===== src/hdl/ddo_pkg.sv =====
// Package for the differential-drive odometry block: widths, constants,
// CORDIC arctangent table. No dependencies.
`default_nettype none
package ddo_pkg;
  localparam int CordicSteps = 16;
  localparam int AtanEntries = 24;
  localparam int NumSteps = (CordicSteps < AtanEntries) ? CordicSteps : AtanEntries;
  localparam logic [22:0] HalfTrackReset = 23'd6554;
  localparam logic [29:0] AngleGain = 30'd341782638;
  localparam logic [29:0] CordicGainQ30 = 30'd652032875;

  // register index, taken from paddr[2]
  localparam logic RegHalfTrack = 1'b0;

  function automatic logic [31:0] atan_turn32(input logic [4:0] i);
    logic [31:0] r;
    case (i)
      5'd0: r = 32'h20000000; 5'd1: r = 32'h12E4051E; 5'd2: r = 32'h09FB385B;
      5'd3: r = 32'h051111D4; 5'd4: r = 32'h028B0D43; 5'd5: r = 32'h0145D7E1;
      5'd6: r = 32'h00A2F61E; 5'd7: r = 32'h00517C55; 5'd8: r = 32'h0028BE53;
      5'd9: r = 32'h00145F2F; 5'd10: r = 32'h000A2F98; 5'd11: r = 32'h000517CC;
      5'd12: r = 32'h00028BE6; 5'd13: r = 32'h000145F3; 5'd14: r = 32'h0000A2FA;
      5'd15: r = 32'h0000517D; 5'd16: r = 32'h000028BE; 5'd17: r = 32'h0000145F;
      5'd18: r = 32'h00000A30; 5'd19: r = 32'h00000518; 5'd20: r = 32'h0000028C;
      5'd21: r = 32'h00000146; 5'd22: r = 32'h000000A3; 5'd23: r = 32'h00000051;
      default: r = 32'h0;
    endcase
    return r;
  endfunction
endpackage
`default_nettype wire


===== src/hdl/ddo_if.sv =====
// Valid/ready channel interfaces for the odometry block.
// Depends on nothing.
`default_nettype none
interface ddo_in_if (input wire logic clk);
  logic valid;
  logic ready;
  logic signed [23:0] left_distance;
  logic signed [23:0] right_distance;
  modport source (output valid, left_distance, right_distance, input ready);
  modport sink (input valid, left_distance, right_distance, output ready);
endinterface

interface ddo_out_if (input wire logic clk);
  logic valid;
  logic ready;
  logic signed [31:0] pos_x;
  logic signed [31:0] pos_y;
  logic [15:0] heading;
  logic signed [23:0] step_x;
  logic signed [23:0] step_y;
  logic signed [15:0] step_heading;
  modport source (output valid, pos_x, pos_y, heading, step_x, step_y, step_heading,
                  input ready);
  modport sink (input valid, pos_x, pos_y, heading, step_x, step_y, step_heading,
                output ready);
endinterface
`default_nettype wire


===== src/hdl/differential_drive_odometry.sv =====
// Top level of the odometry block: APB register, serial divider, CORDIC and
// accumulators. Depends on ddo_pkg and the channel interfaces in ddo_if.sv.
`default_nettype none
// One item at a time: an input beat is taken only while idle, and the next one
// only after the result beat has left. After the input is accepted the block
// runs in order: bit-serial gain multiplication (both products together, one
// multiplier bit per cycle), restoring division for the heading change (one
// quotient bit per cycle), a step to round and saturate the quotient, a step
// to fold the angle and load the CORDIC, 16 CORDIC iterations on one shared
// shift/add unit, and a step to round and accumulate. The result beat is held
// until the receiver takes it, and input ready returns once the block is idle.
module differential_drive_odometry
  import ddo_pkg::*;
(
  input  wire logic        clk,
  input  wire logic        rst,
  input  wire logic        psel,
  input  wire logic        penable,
  input  wire logic        pwrite,
  input  wire logic [2:0]  paddr,
  input  wire logic [31:0] pwdata,
  output logic      [31:0] prdata,
  output logic             pready,
  ddo_in_if.sink           in_ch,
  ddo_out_if.source        out_ch
);
  typedef enum logic [2:0] {
    S_IDLE, S_MUL, S_DIV, S_QUO, S_LOAD, S_ROT, S_ROUND, S_OUT
  } state_t;

  state_t state;
  logic [22:0] half_track_width;
  logic signed [31:0] x_accum, y_accum;
  logic [15:0] heading_accum;

  logic signed [24:0] diff;      // right - left
  logic signed [24:0] sum;       // floor((left + right) / 2)
  logic [5:0] cnt;
  logic [54:0] mul_acc;          // |diff| * AngleGain, serial shift-add
  logic [54:0] gmul_acc;         // |s| * CordicGainQ30
  logic [29:0] mcand_sh;         // multiplier bits, LSB first
  logic [54:0] rem;
  logic [50:0] quo;
  logic [38:0] den;
  logic signed [15:0] dth;
  logic signed [35:0] cx, cy;
  logic signed [33:0] cz;
  logic [4:0] it;

  // APB: write register 0, read back
  assign pready = 1'b1;
  always_ff @(posedge clk) begin
    if (rst) begin
      half_track_width <= HalfTrackReset;
    end else if (psel && penable && pwrite && paddr[2] == RegHalfTrack) begin
      half_track_width <= pwdata[22:0];
    end
  end
  always_comb begin
    prdata = 32'd0;
    if (paddr[2] == RegHalfTrack) prdata = {9'd0, half_track_width};
  end

  assign in_ch.ready = (state == S_IDLE);
  assign out_ch.valid = (state == S_OUT);

  // serial product step
  logic [24:0] dmag, smag;
  assign dmag = diff[24] ? 25'(-diff) : 25'(diff);
  assign smag = sum[24] ? 25'(-sum) : 25'(sum);

  // quotient rounding (half away from zero) and saturation
  logic round_up;
  logic [51:0] qr;
  logic signed [15:0] dth_sat;
  assign round_up = ({rem[53:0], 1'b0} >= {16'd0, den});
  always_comb begin
    qr = {1'b0, quo} + 52'(round_up);
    if (qr > 52'd32768) qr = 52'd32768;
    if (diff[24]) dth_sat = (qr == 52'd32768) ? -16'sd32768 : -$signed(16'(qr));
    else dth_sat = (qr >= 52'd32767) ? 16'sd32767 : $signed(16'(qr));
  end

  // CORDIC shifts
  logic signed [35:0] xs, ys;
  assign xs = cx >>> it;
  assign ys = cy >>> it;

  // divider trial subtract
  logic [55:0] trial;
  assign trial = {rem[53:0], mul_acc[54]} - {17'd0, den};

  // rounding of CORDIC outputs
  logic signed [27:0] rx, ry;
  logic signed [23:0] dxs, dys;
  assign rx = 28'((cx + 36'sd128) >>> 8);
  assign ry = 28'((cy + 36'sd128) >>> 8);
  assign dxs = (rx > 28'sd8388607) ? 24'sd8388607 :
               (rx < -28'sd8388608) ? -24'sd8388608 : 24'(rx);
  assign dys = (ry > 28'sd8388607) ? 24'sd8388607 :
               (ry < -28'sd8388608) ? -24'sd8388608 : 24'(ry);
  logic signed [32:0] nx, ny;
  assign nx = 33'(x_accum) + 33'(dxs);
  assign ny = 33'(y_accum) + 33'(dys);

  // midpoint angle and fold
  logic [15:0] mid;
  logic signed [16:0] a_s;
  assign mid = heading_accum + 16'(dth >>> 1);
  assign a_s = 17'($signed(mid));
  logic signed [35:0] gx;
  assign gx = sum[24] ? -$signed({1'b0, gmul_acc[54:22]}) - 36'sd1 + 36'(gmul_acc[21:0] == 0)
                      : $signed({3'b0, gmul_acc[54:22]});

  always_ff @(posedge clk) begin
    if (rst) begin
      state <= S_IDLE;
      x_accum <= '0;
      y_accum <= '0;
      heading_accum <= '0;
    end else begin
      unique case (state)
        S_IDLE: if (in_ch.valid) begin
          diff <= 25'(in_ch.right_distance) - 25'(in_ch.left_distance);
          sum <= (25'(in_ch.right_distance) + 25'(in_ch.left_distance)) >>> 1;
          mul_acc <= '0;
          gmul_acc <= '0;
          mcand_sh <= AngleGain;
          cnt <= '0;
          state <= S_MUL;
        end
        S_MUL: begin
          // shift-add one multiplier bit per cycle, both products share bit order
          if (mcand_sh[0]) mul_acc <= mul_acc + (55'(dmag) << cnt);
          if (CordicGainQ30[cnt[4:0]]) gmul_acc <= gmul_acc + (55'(smag) << cnt);
          mcand_sh <= mcand_sh >> 1;
          if (cnt == 6'd29) begin
            state <= S_DIV;
            cnt <= '0;
            rem <= '0;
            quo <= '0;
            den <= {half_track_width, 16'd0};
          end else begin
            cnt <= cnt + 6'd1;
          end
        end
        S_DIV: begin
          // restoring division, one quotient bit per cycle; mul_acc shifts out
          if (!trial[55]) begin
            rem <= trial[54:0];
            quo <= {quo[49:0], 1'b1};
          end else begin
            rem <= {rem[53:0], mul_acc[54]};
            quo <= {quo[49:0], 1'b0};
          end
          mul_acc <= {mul_acc[53:0], 1'b0};
          cnt <= cnt + 6'd1;
          if (cnt == 6'd54) state <= S_QUO;
        end
        S_QUO: begin
          // zero track width turns fully toward the faster wheel
          if (half_track_width == 23'd0) begin
            dth <= (diff == 25'sd0) ? 16'sd0 : (diff[24] ? -16'sd32768 : 16'sd32767);
          end else begin
            dth <= dth_sat;
          end
          state <= S_LOAD;
        end
        S_LOAD: begin
          // load the folded vector and the angle in turn units
          cy <= '0;
          if (a_s > 17'sd16384) begin
            cx <= -gx; cz <= 34'(a_s - 17'sd32768) <<< 16;
          end else if (a_s < -17'sd16384) begin
            cx <= -gx; cz <= 34'(a_s + 17'sd32768) <<< 16;
          end else begin
            cx <= gx; cz <= 34'(a_s) <<< 16;
          end
          it <= '0;
          state <= S_ROT;
        end
        S_ROT: begin
          if (!cz[33]) begin
            cx <= cx - ys; cy <= cy + xs; cz <= cz - 34'(atan_turn32(it));
          end else begin
            cx <= cx + ys; cy <= cy - xs; cz <= cz + 34'(atan_turn32(it));
          end
          it <= it + 5'd1;
          if (32'(it) == NumSteps - 1) state <= S_ROUND;
        end
        S_ROUND: begin
          out_ch.step_x <= dxs;
          out_ch.step_y <= dys;
          out_ch.step_heading <= dth;
          x_accum <= (nx > 33'sd2147483647) ? 32'sh7FFFFFFF :
                     (nx < -33'sd2147483648) ? 32'sh80000000 : 32'(nx);
          y_accum <= (ny > 33'sd2147483647) ? 32'sh7FFFFFFF :
                     (ny < -33'sd2147483648) ? 32'sh80000000 : 32'(ny);
          heading_accum <= heading_accum + dth;
          state <= S_OUT;
        end
        S_OUT: if (out_ch.ready) state <= S_IDLE;
        default: state <= S_IDLE;
      endcase
    end
  end

  assign out_ch.pos_x = x_accum;
  assign out_ch.pos_y = y_accum;
  assign out_ch.heading = heading_accum;

  // result is shown only after the round step
  a_out_after_round: assert property (@(posedge clk) disable iff (rst)
    $rose(out_ch.valid) |-> $past(state) == S_ROUND) else $error("beat without round");
  a_no_accept_busy: assert property (@(posedge clk) disable iff (rst)
    state != S_IDLE |-> !in_ch.ready) else $error("ready while busy");
  a_accum_stable: assert property (@(posedge clk) disable iff (rst)
    state == S_OUT |=> $stable(heading_accum)) else $error("heading moved");
endmodule
`default_nettype wire

===== src/flat_wrapper.sv =====
// flat-port wrapper written by rule: the top's interface ports become plain ports
module differential_drive_odometry_flat import ddo_pkg::*;
  (clk, rst, psel, penable, pwrite, paddr, pwdata, prdata, pready, in_ch_valid, in_ch_left_distance, in_ch_right_distance, in_ch_ready, out_ch_valid, out_ch_pos_x, out_ch_pos_y, out_ch_heading, out_ch_step_x, out_ch_step_y, out_ch_step_heading, out_ch_ready);
  ddo_in_if in_ch_i (.clk(clk));
  ddo_out_if out_ch_i (.clk(clk));
  input  wire logic clk;
  input  wire logic rst;
  input  wire logic psel;
  input  wire logic penable;
  input  wire logic pwrite;
  input  wire logic [2:0] paddr;
  input  wire logic [31:0] pwdata;
  output logic      [31:0] prdata;
  output logic pready;
  input wire logic [$bits(in_ch_i.valid)-1:0] in_ch_valid;
  input wire logic [$bits(in_ch_i.left_distance)-1:0] in_ch_left_distance;
  input wire logic [$bits(in_ch_i.right_distance)-1:0] in_ch_right_distance;
  output wire logic [$bits(in_ch_i.ready)-1:0] in_ch_ready;
  output wire logic [$bits(out_ch_i.valid)-1:0] out_ch_valid;
  output wire logic [$bits(out_ch_i.pos_x)-1:0] out_ch_pos_x;
  output wire logic [$bits(out_ch_i.pos_y)-1:0] out_ch_pos_y;
  output wire logic [$bits(out_ch_i.heading)-1:0] out_ch_heading;
  output wire logic [$bits(out_ch_i.step_x)-1:0] out_ch_step_x;
  output wire logic [$bits(out_ch_i.step_y)-1:0] out_ch_step_y;
  output wire logic [$bits(out_ch_i.step_heading)-1:0] out_ch_step_heading;
  input wire logic [$bits(out_ch_i.ready)-1:0] out_ch_ready;
  assign in_ch_i.valid = in_ch_valid;
  assign in_ch_i.left_distance = in_ch_left_distance;
  assign in_ch_i.right_distance = in_ch_right_distance;
  assign in_ch_ready = in_ch_i.ready;
  assign out_ch_valid = out_ch_i.valid;
  assign out_ch_pos_x = out_ch_i.pos_x;
  assign out_ch_pos_y = out_ch_i.pos_y;
  assign out_ch_heading = out_ch_i.heading;
  assign out_ch_step_x = out_ch_i.step_x;
  assign out_ch_step_y = out_ch_i.step_y;
  assign out_ch_step_heading = out_ch_i.step_heading;
  assign out_ch_i.ready = out_ch_ready;
  differential_drive_odometry u_core (.clk(clk), .rst(rst), .psel(psel), .penable(penable), .pwrite(pwrite), .paddr(paddr), .pwdata(pwdata), .prdata(prdata), .pready(pready), .in_ch(in_ch_i), .out_ch(out_ch_i));
endmodule

===== config.mk =====
export PLATFORM = sky130hd
export DESIGN_NAME = differential_drive_odometry_flat
export DESIGN_NICKNAME = d
export VERILOG_FILES = /design/src/hdl/ddo_pkg.sv /design/src/hdl/ddo_if.sv /design/src/hdl/differential_drive_odometry.sv /design/src/flat_wrapper.sv
export SDC_FILE = /design/constraint.sdc
export NUM_CORES = 2
export LEC_CHECK = 0
export ABC_AREA = 1
export BUFFER_PORTS_ARGS = -buffer_cell sky130_fd_sc_hd__buf_2
export CAP_MARGIN = 20
export CORE_MARGIN = 2
export CORE_UTILIZATION = 45
export CTS_CLUSTER_SIZE = 8
export DETAILED_ROUTE_END_ITERATION = 8
export SYNTH_ARGS = -nofsm -noshare
export SYNTH_HDL_FRONTEND = slang
export SYNTH_SLANG_ARGS = --single-unit

===== constraint.sdc =====
create_clock -name clk -period 19.4 [get_ports clk]
set_clock_uncertainty 0.1 [all_clocks]
set_input_delay 5.82 -clock clk [delete_from_list [all_inputs] [get_ports clk]]
set_output_delay 5.82 -clock clk [all_outputs]
set_load 0.01 [all_outputs]

==> flow_summary.toml <==
[pwr]
peakVddDrop_uv = 93.49
cellPowerDensity_nw_per_um2 = 103.5
leakagePower_nw = 30.77

[yosys]
ys_ff_latch = 650
ys_top_cells_by_area = "edfxtp_1 25%, nand2_1 14%, ha_1 8.2%, o21ai_0 7.7%, inv_1 6.3%"
synth_common_cells = "2239 x nand2_1, 1042 x inv_1, 1006 x nor2_1"
yosys.area.top_type = "edfxtp_1"
synth_ff_type = "edfxtp_1"
ys_async_sr_fraction = 0
yosysSeqAreaShare = 0.2944
yosysMostFrequentCell = "nand2_1"
synth-edff-count = 513
netlist_instances = 9175
syn_area_per_cell_um2 = 6.718
yosys.cell_types.count = 72
synth_top_area_frac = 0.2499
yosysWarnings = 0
netlist_area_um2 = 61640

[cts]
clock-root-buffer = "clkbuf_16"
numCtsBuffers = 94
cts_setup_buffers = 0
cts_max_path_buffers = 3
cts_tree = "built"
clk_pin_slew_ns = 0.05
clk_latency_ns = 0.73
cts_hold_buf = 0
cts_resized = 0
cts_sinks = 650
cts-htree-levels = 3

[setup_path]
r2r_cells = 26
cp.arrival_ns = 6.42
critPathLaunchType = "primary input"
rr_startpoint = "u_core.cx[8]"
path_class = "in2out"
crit_required_ns = 13.48
end_kind = "output pin"
max_stage_delay_ns = 0.32
crit_top_cell = "buf_2"
path_cells = "buf_2 > nor2_1 > buf_2"
cp-startpoint = "paddr[2]"
reg2reg_slack_ns = 11.80
endpoint = "prdata[17]"
reg2reg_to = "u_core.out_ch.pos_x[4]"
crit_fanout = 24
cpMaxStageDelayCell = "buf_2"

[run]
cap_violations = 0

[sta]
slew_headroom = 0.2364
finalCriticalPeriod_ns = 12.34
max_freq_ghz = 0.08103
finalSetupViolCount = 0
worst_slack_ns = 7.060
rsz0062_at_grt = "false"
drv_slew = 0
hold_violations = 0
worst_pin_slew_ns = 1.133
tns_ns = 0
finalCritPeriodShare = 0.6361

[min_path]
hold_path.class = "reg2reg"

[placement]
hpwl_um = 163200
dpl_cell_area_um2 = 64370
gp_congestion = 0.9965
io_buffers = 247
pre_cts_slack_ns = 7.076

[routing]
drt_wl_total_um = 208300
ant_nets = 0
drt_iter0_markers = 4547
vias = 61635
vias_per_cell = 5.542
dr.pass1.iters = 6
drcViolationCount = 0
post_drt_wl_per_cell_um = 18.73

[floorplan]
fp-row-count = 135
io_pins = 269
die_y_um = 374.1
dieArea_um2 = 140000
fp.dieW_um = 374.1
start_util = 0.4544
core-area_um2 = 135600

[global_routing]
grt_max_degree = 104
grt_pass1_vias = 58953
grt_pass1_wl_um = 324800
grt_overflow = 0
grt_usage = 0.2888
antenna_found_initial = 5

[run_status]
outcome = "completed"

[layout]
fillerInstances = 14053
area_growth_pct = 8.934
nNetsFinal = 9778
final_cell_area_um2 = 67140
drive_gt1_frac = 0.05741
fin_util = 0.4950
state kept, by name (all words and copies together), names as in the netlist, 25 cells and up, named ones only:
| name | count |
|---|---|
| u_core.cz | 34 |
| u_core.gmul_acc | 55 |
| u_core.diff | 25 |
| u_core.out_ch.pos_x | 32 |
| u_core.mul_acc | 55 |
| u_core.quo | 51 |
| u_core.out_ch.pos_y | 32 |
| u_core.cy | 36 |
| u_core.rem | 54 |
| u_core.mcand_sh | 29 |
| u_core.cx | 36 |
report_power, final:
part	switching (mW)	internal, mW
sequential	0.158	1.80
clock	0.673	0.916
combinational	2.38	1.02
total	3.21	3.73
layout by cell type, fill, tap and decap left out, types with 9 or more instances in the layout:
master,count
nand3_1,468
o211ai_1,54
nor2_4,13
xnor2_1,93
inv_1,1038
clkbuf_16,95
o22ai_1,23
conb_1,10
o31ai_1,26
a21oi_1,768
o21bai_1,38
buf_4,55
a211oi_1,10
and3_1,9
clkbuf_1,55
nand4_1,104
nor2_2,12
nand3b_1,17
mux2i_1,48
xor2_1,314
or2_2,63
nor3_1,104
dfxtp_1,137
edfxtp_1,513
o21a_1,56
inv_2,15
a221oi_1,12
nor4_1,55
nand2_1,2239
o21ai_0,944
a21boi_0,23
a31oi_1,104
a21o_1,35
o21ai_1,30
nor2_1,997
ha_1,404
fa_1,12
clkinv_1,9
o221ai_1,10
buf_2,247
worst max-delay path, delay by kind of cell:
kind          cells  cell delay, ns
buf+inv           2            0.48
simple gates      1            0.12
per-stage QoR:
stage	cells	hold slack (ns)	power [mW]
floorplan	9183	0.3082	4.344
global placement	10957	0.3116	5.287
detailed placement	10957	0.3147	5.315
CTS	11118	0.3243	6.933
global route	11121	0.3357	7.462
finish	11121	0.3274	6.947
layout make-up:
type                            instances  area [um^2]  area share
Sequential cell                       650        18150      0.2703
Tap cell                             1781         2228     0.03319
Clock buffer                          152         2611     0.03889
Multi-Input combinational cell       7164        38370      0.5715
Antenna cell                            3        7.507   0.0001118
Inverter                             1060         3979     0.05926
Timing Repair Buffer                  302         1649     0.02456
Clock inverter                          9        151.4    0.002255
cell families (layout without fill, tap and decap cells):
family                   after synthesis  in the layout  synth area share
XOR/XNOR                             407            407           0.05783
other                                  2             13         0.0001218
multiplexers                          48             48          0.007795
buffers and inverters               1369           1523           0.08532
adder cells (fa/ha/maj)              416            416           0.08591
AO/OA/AOI/OAI                       2174           2174            0.1931
flip-flops                           650            650            0.2944
AND/OR/NAND/NOR                     4109           4109            0.2755
worst min path at each step:
stage                           endpoint  cells past startpoint                        start
after detailed placement  u_core.den[25]                      0   u_core.half_track_width[9]
after global placement    u_core.den[26]                      0  u_core.half_track_width[10]
final                     u_core.den[25]                      0   u_core.half_track_width[9]
after global routing      u_core.den[26]                      0  u_core.half_track_width[10]
after CTS                 u_core.den[25]                      0   u_core.half_track_width[9]
after floorplan           u_core.den[16]                      0   u_core.half_track_width[0]
layer usage:
layer,track usage,share of wire
met2,0.4899,0.47
met4,0.1435,0.051
met3,0.02846,0.045
met1,0.3658,0.43
met5,0,0.000086
Power figures use the tool's default switching activity.
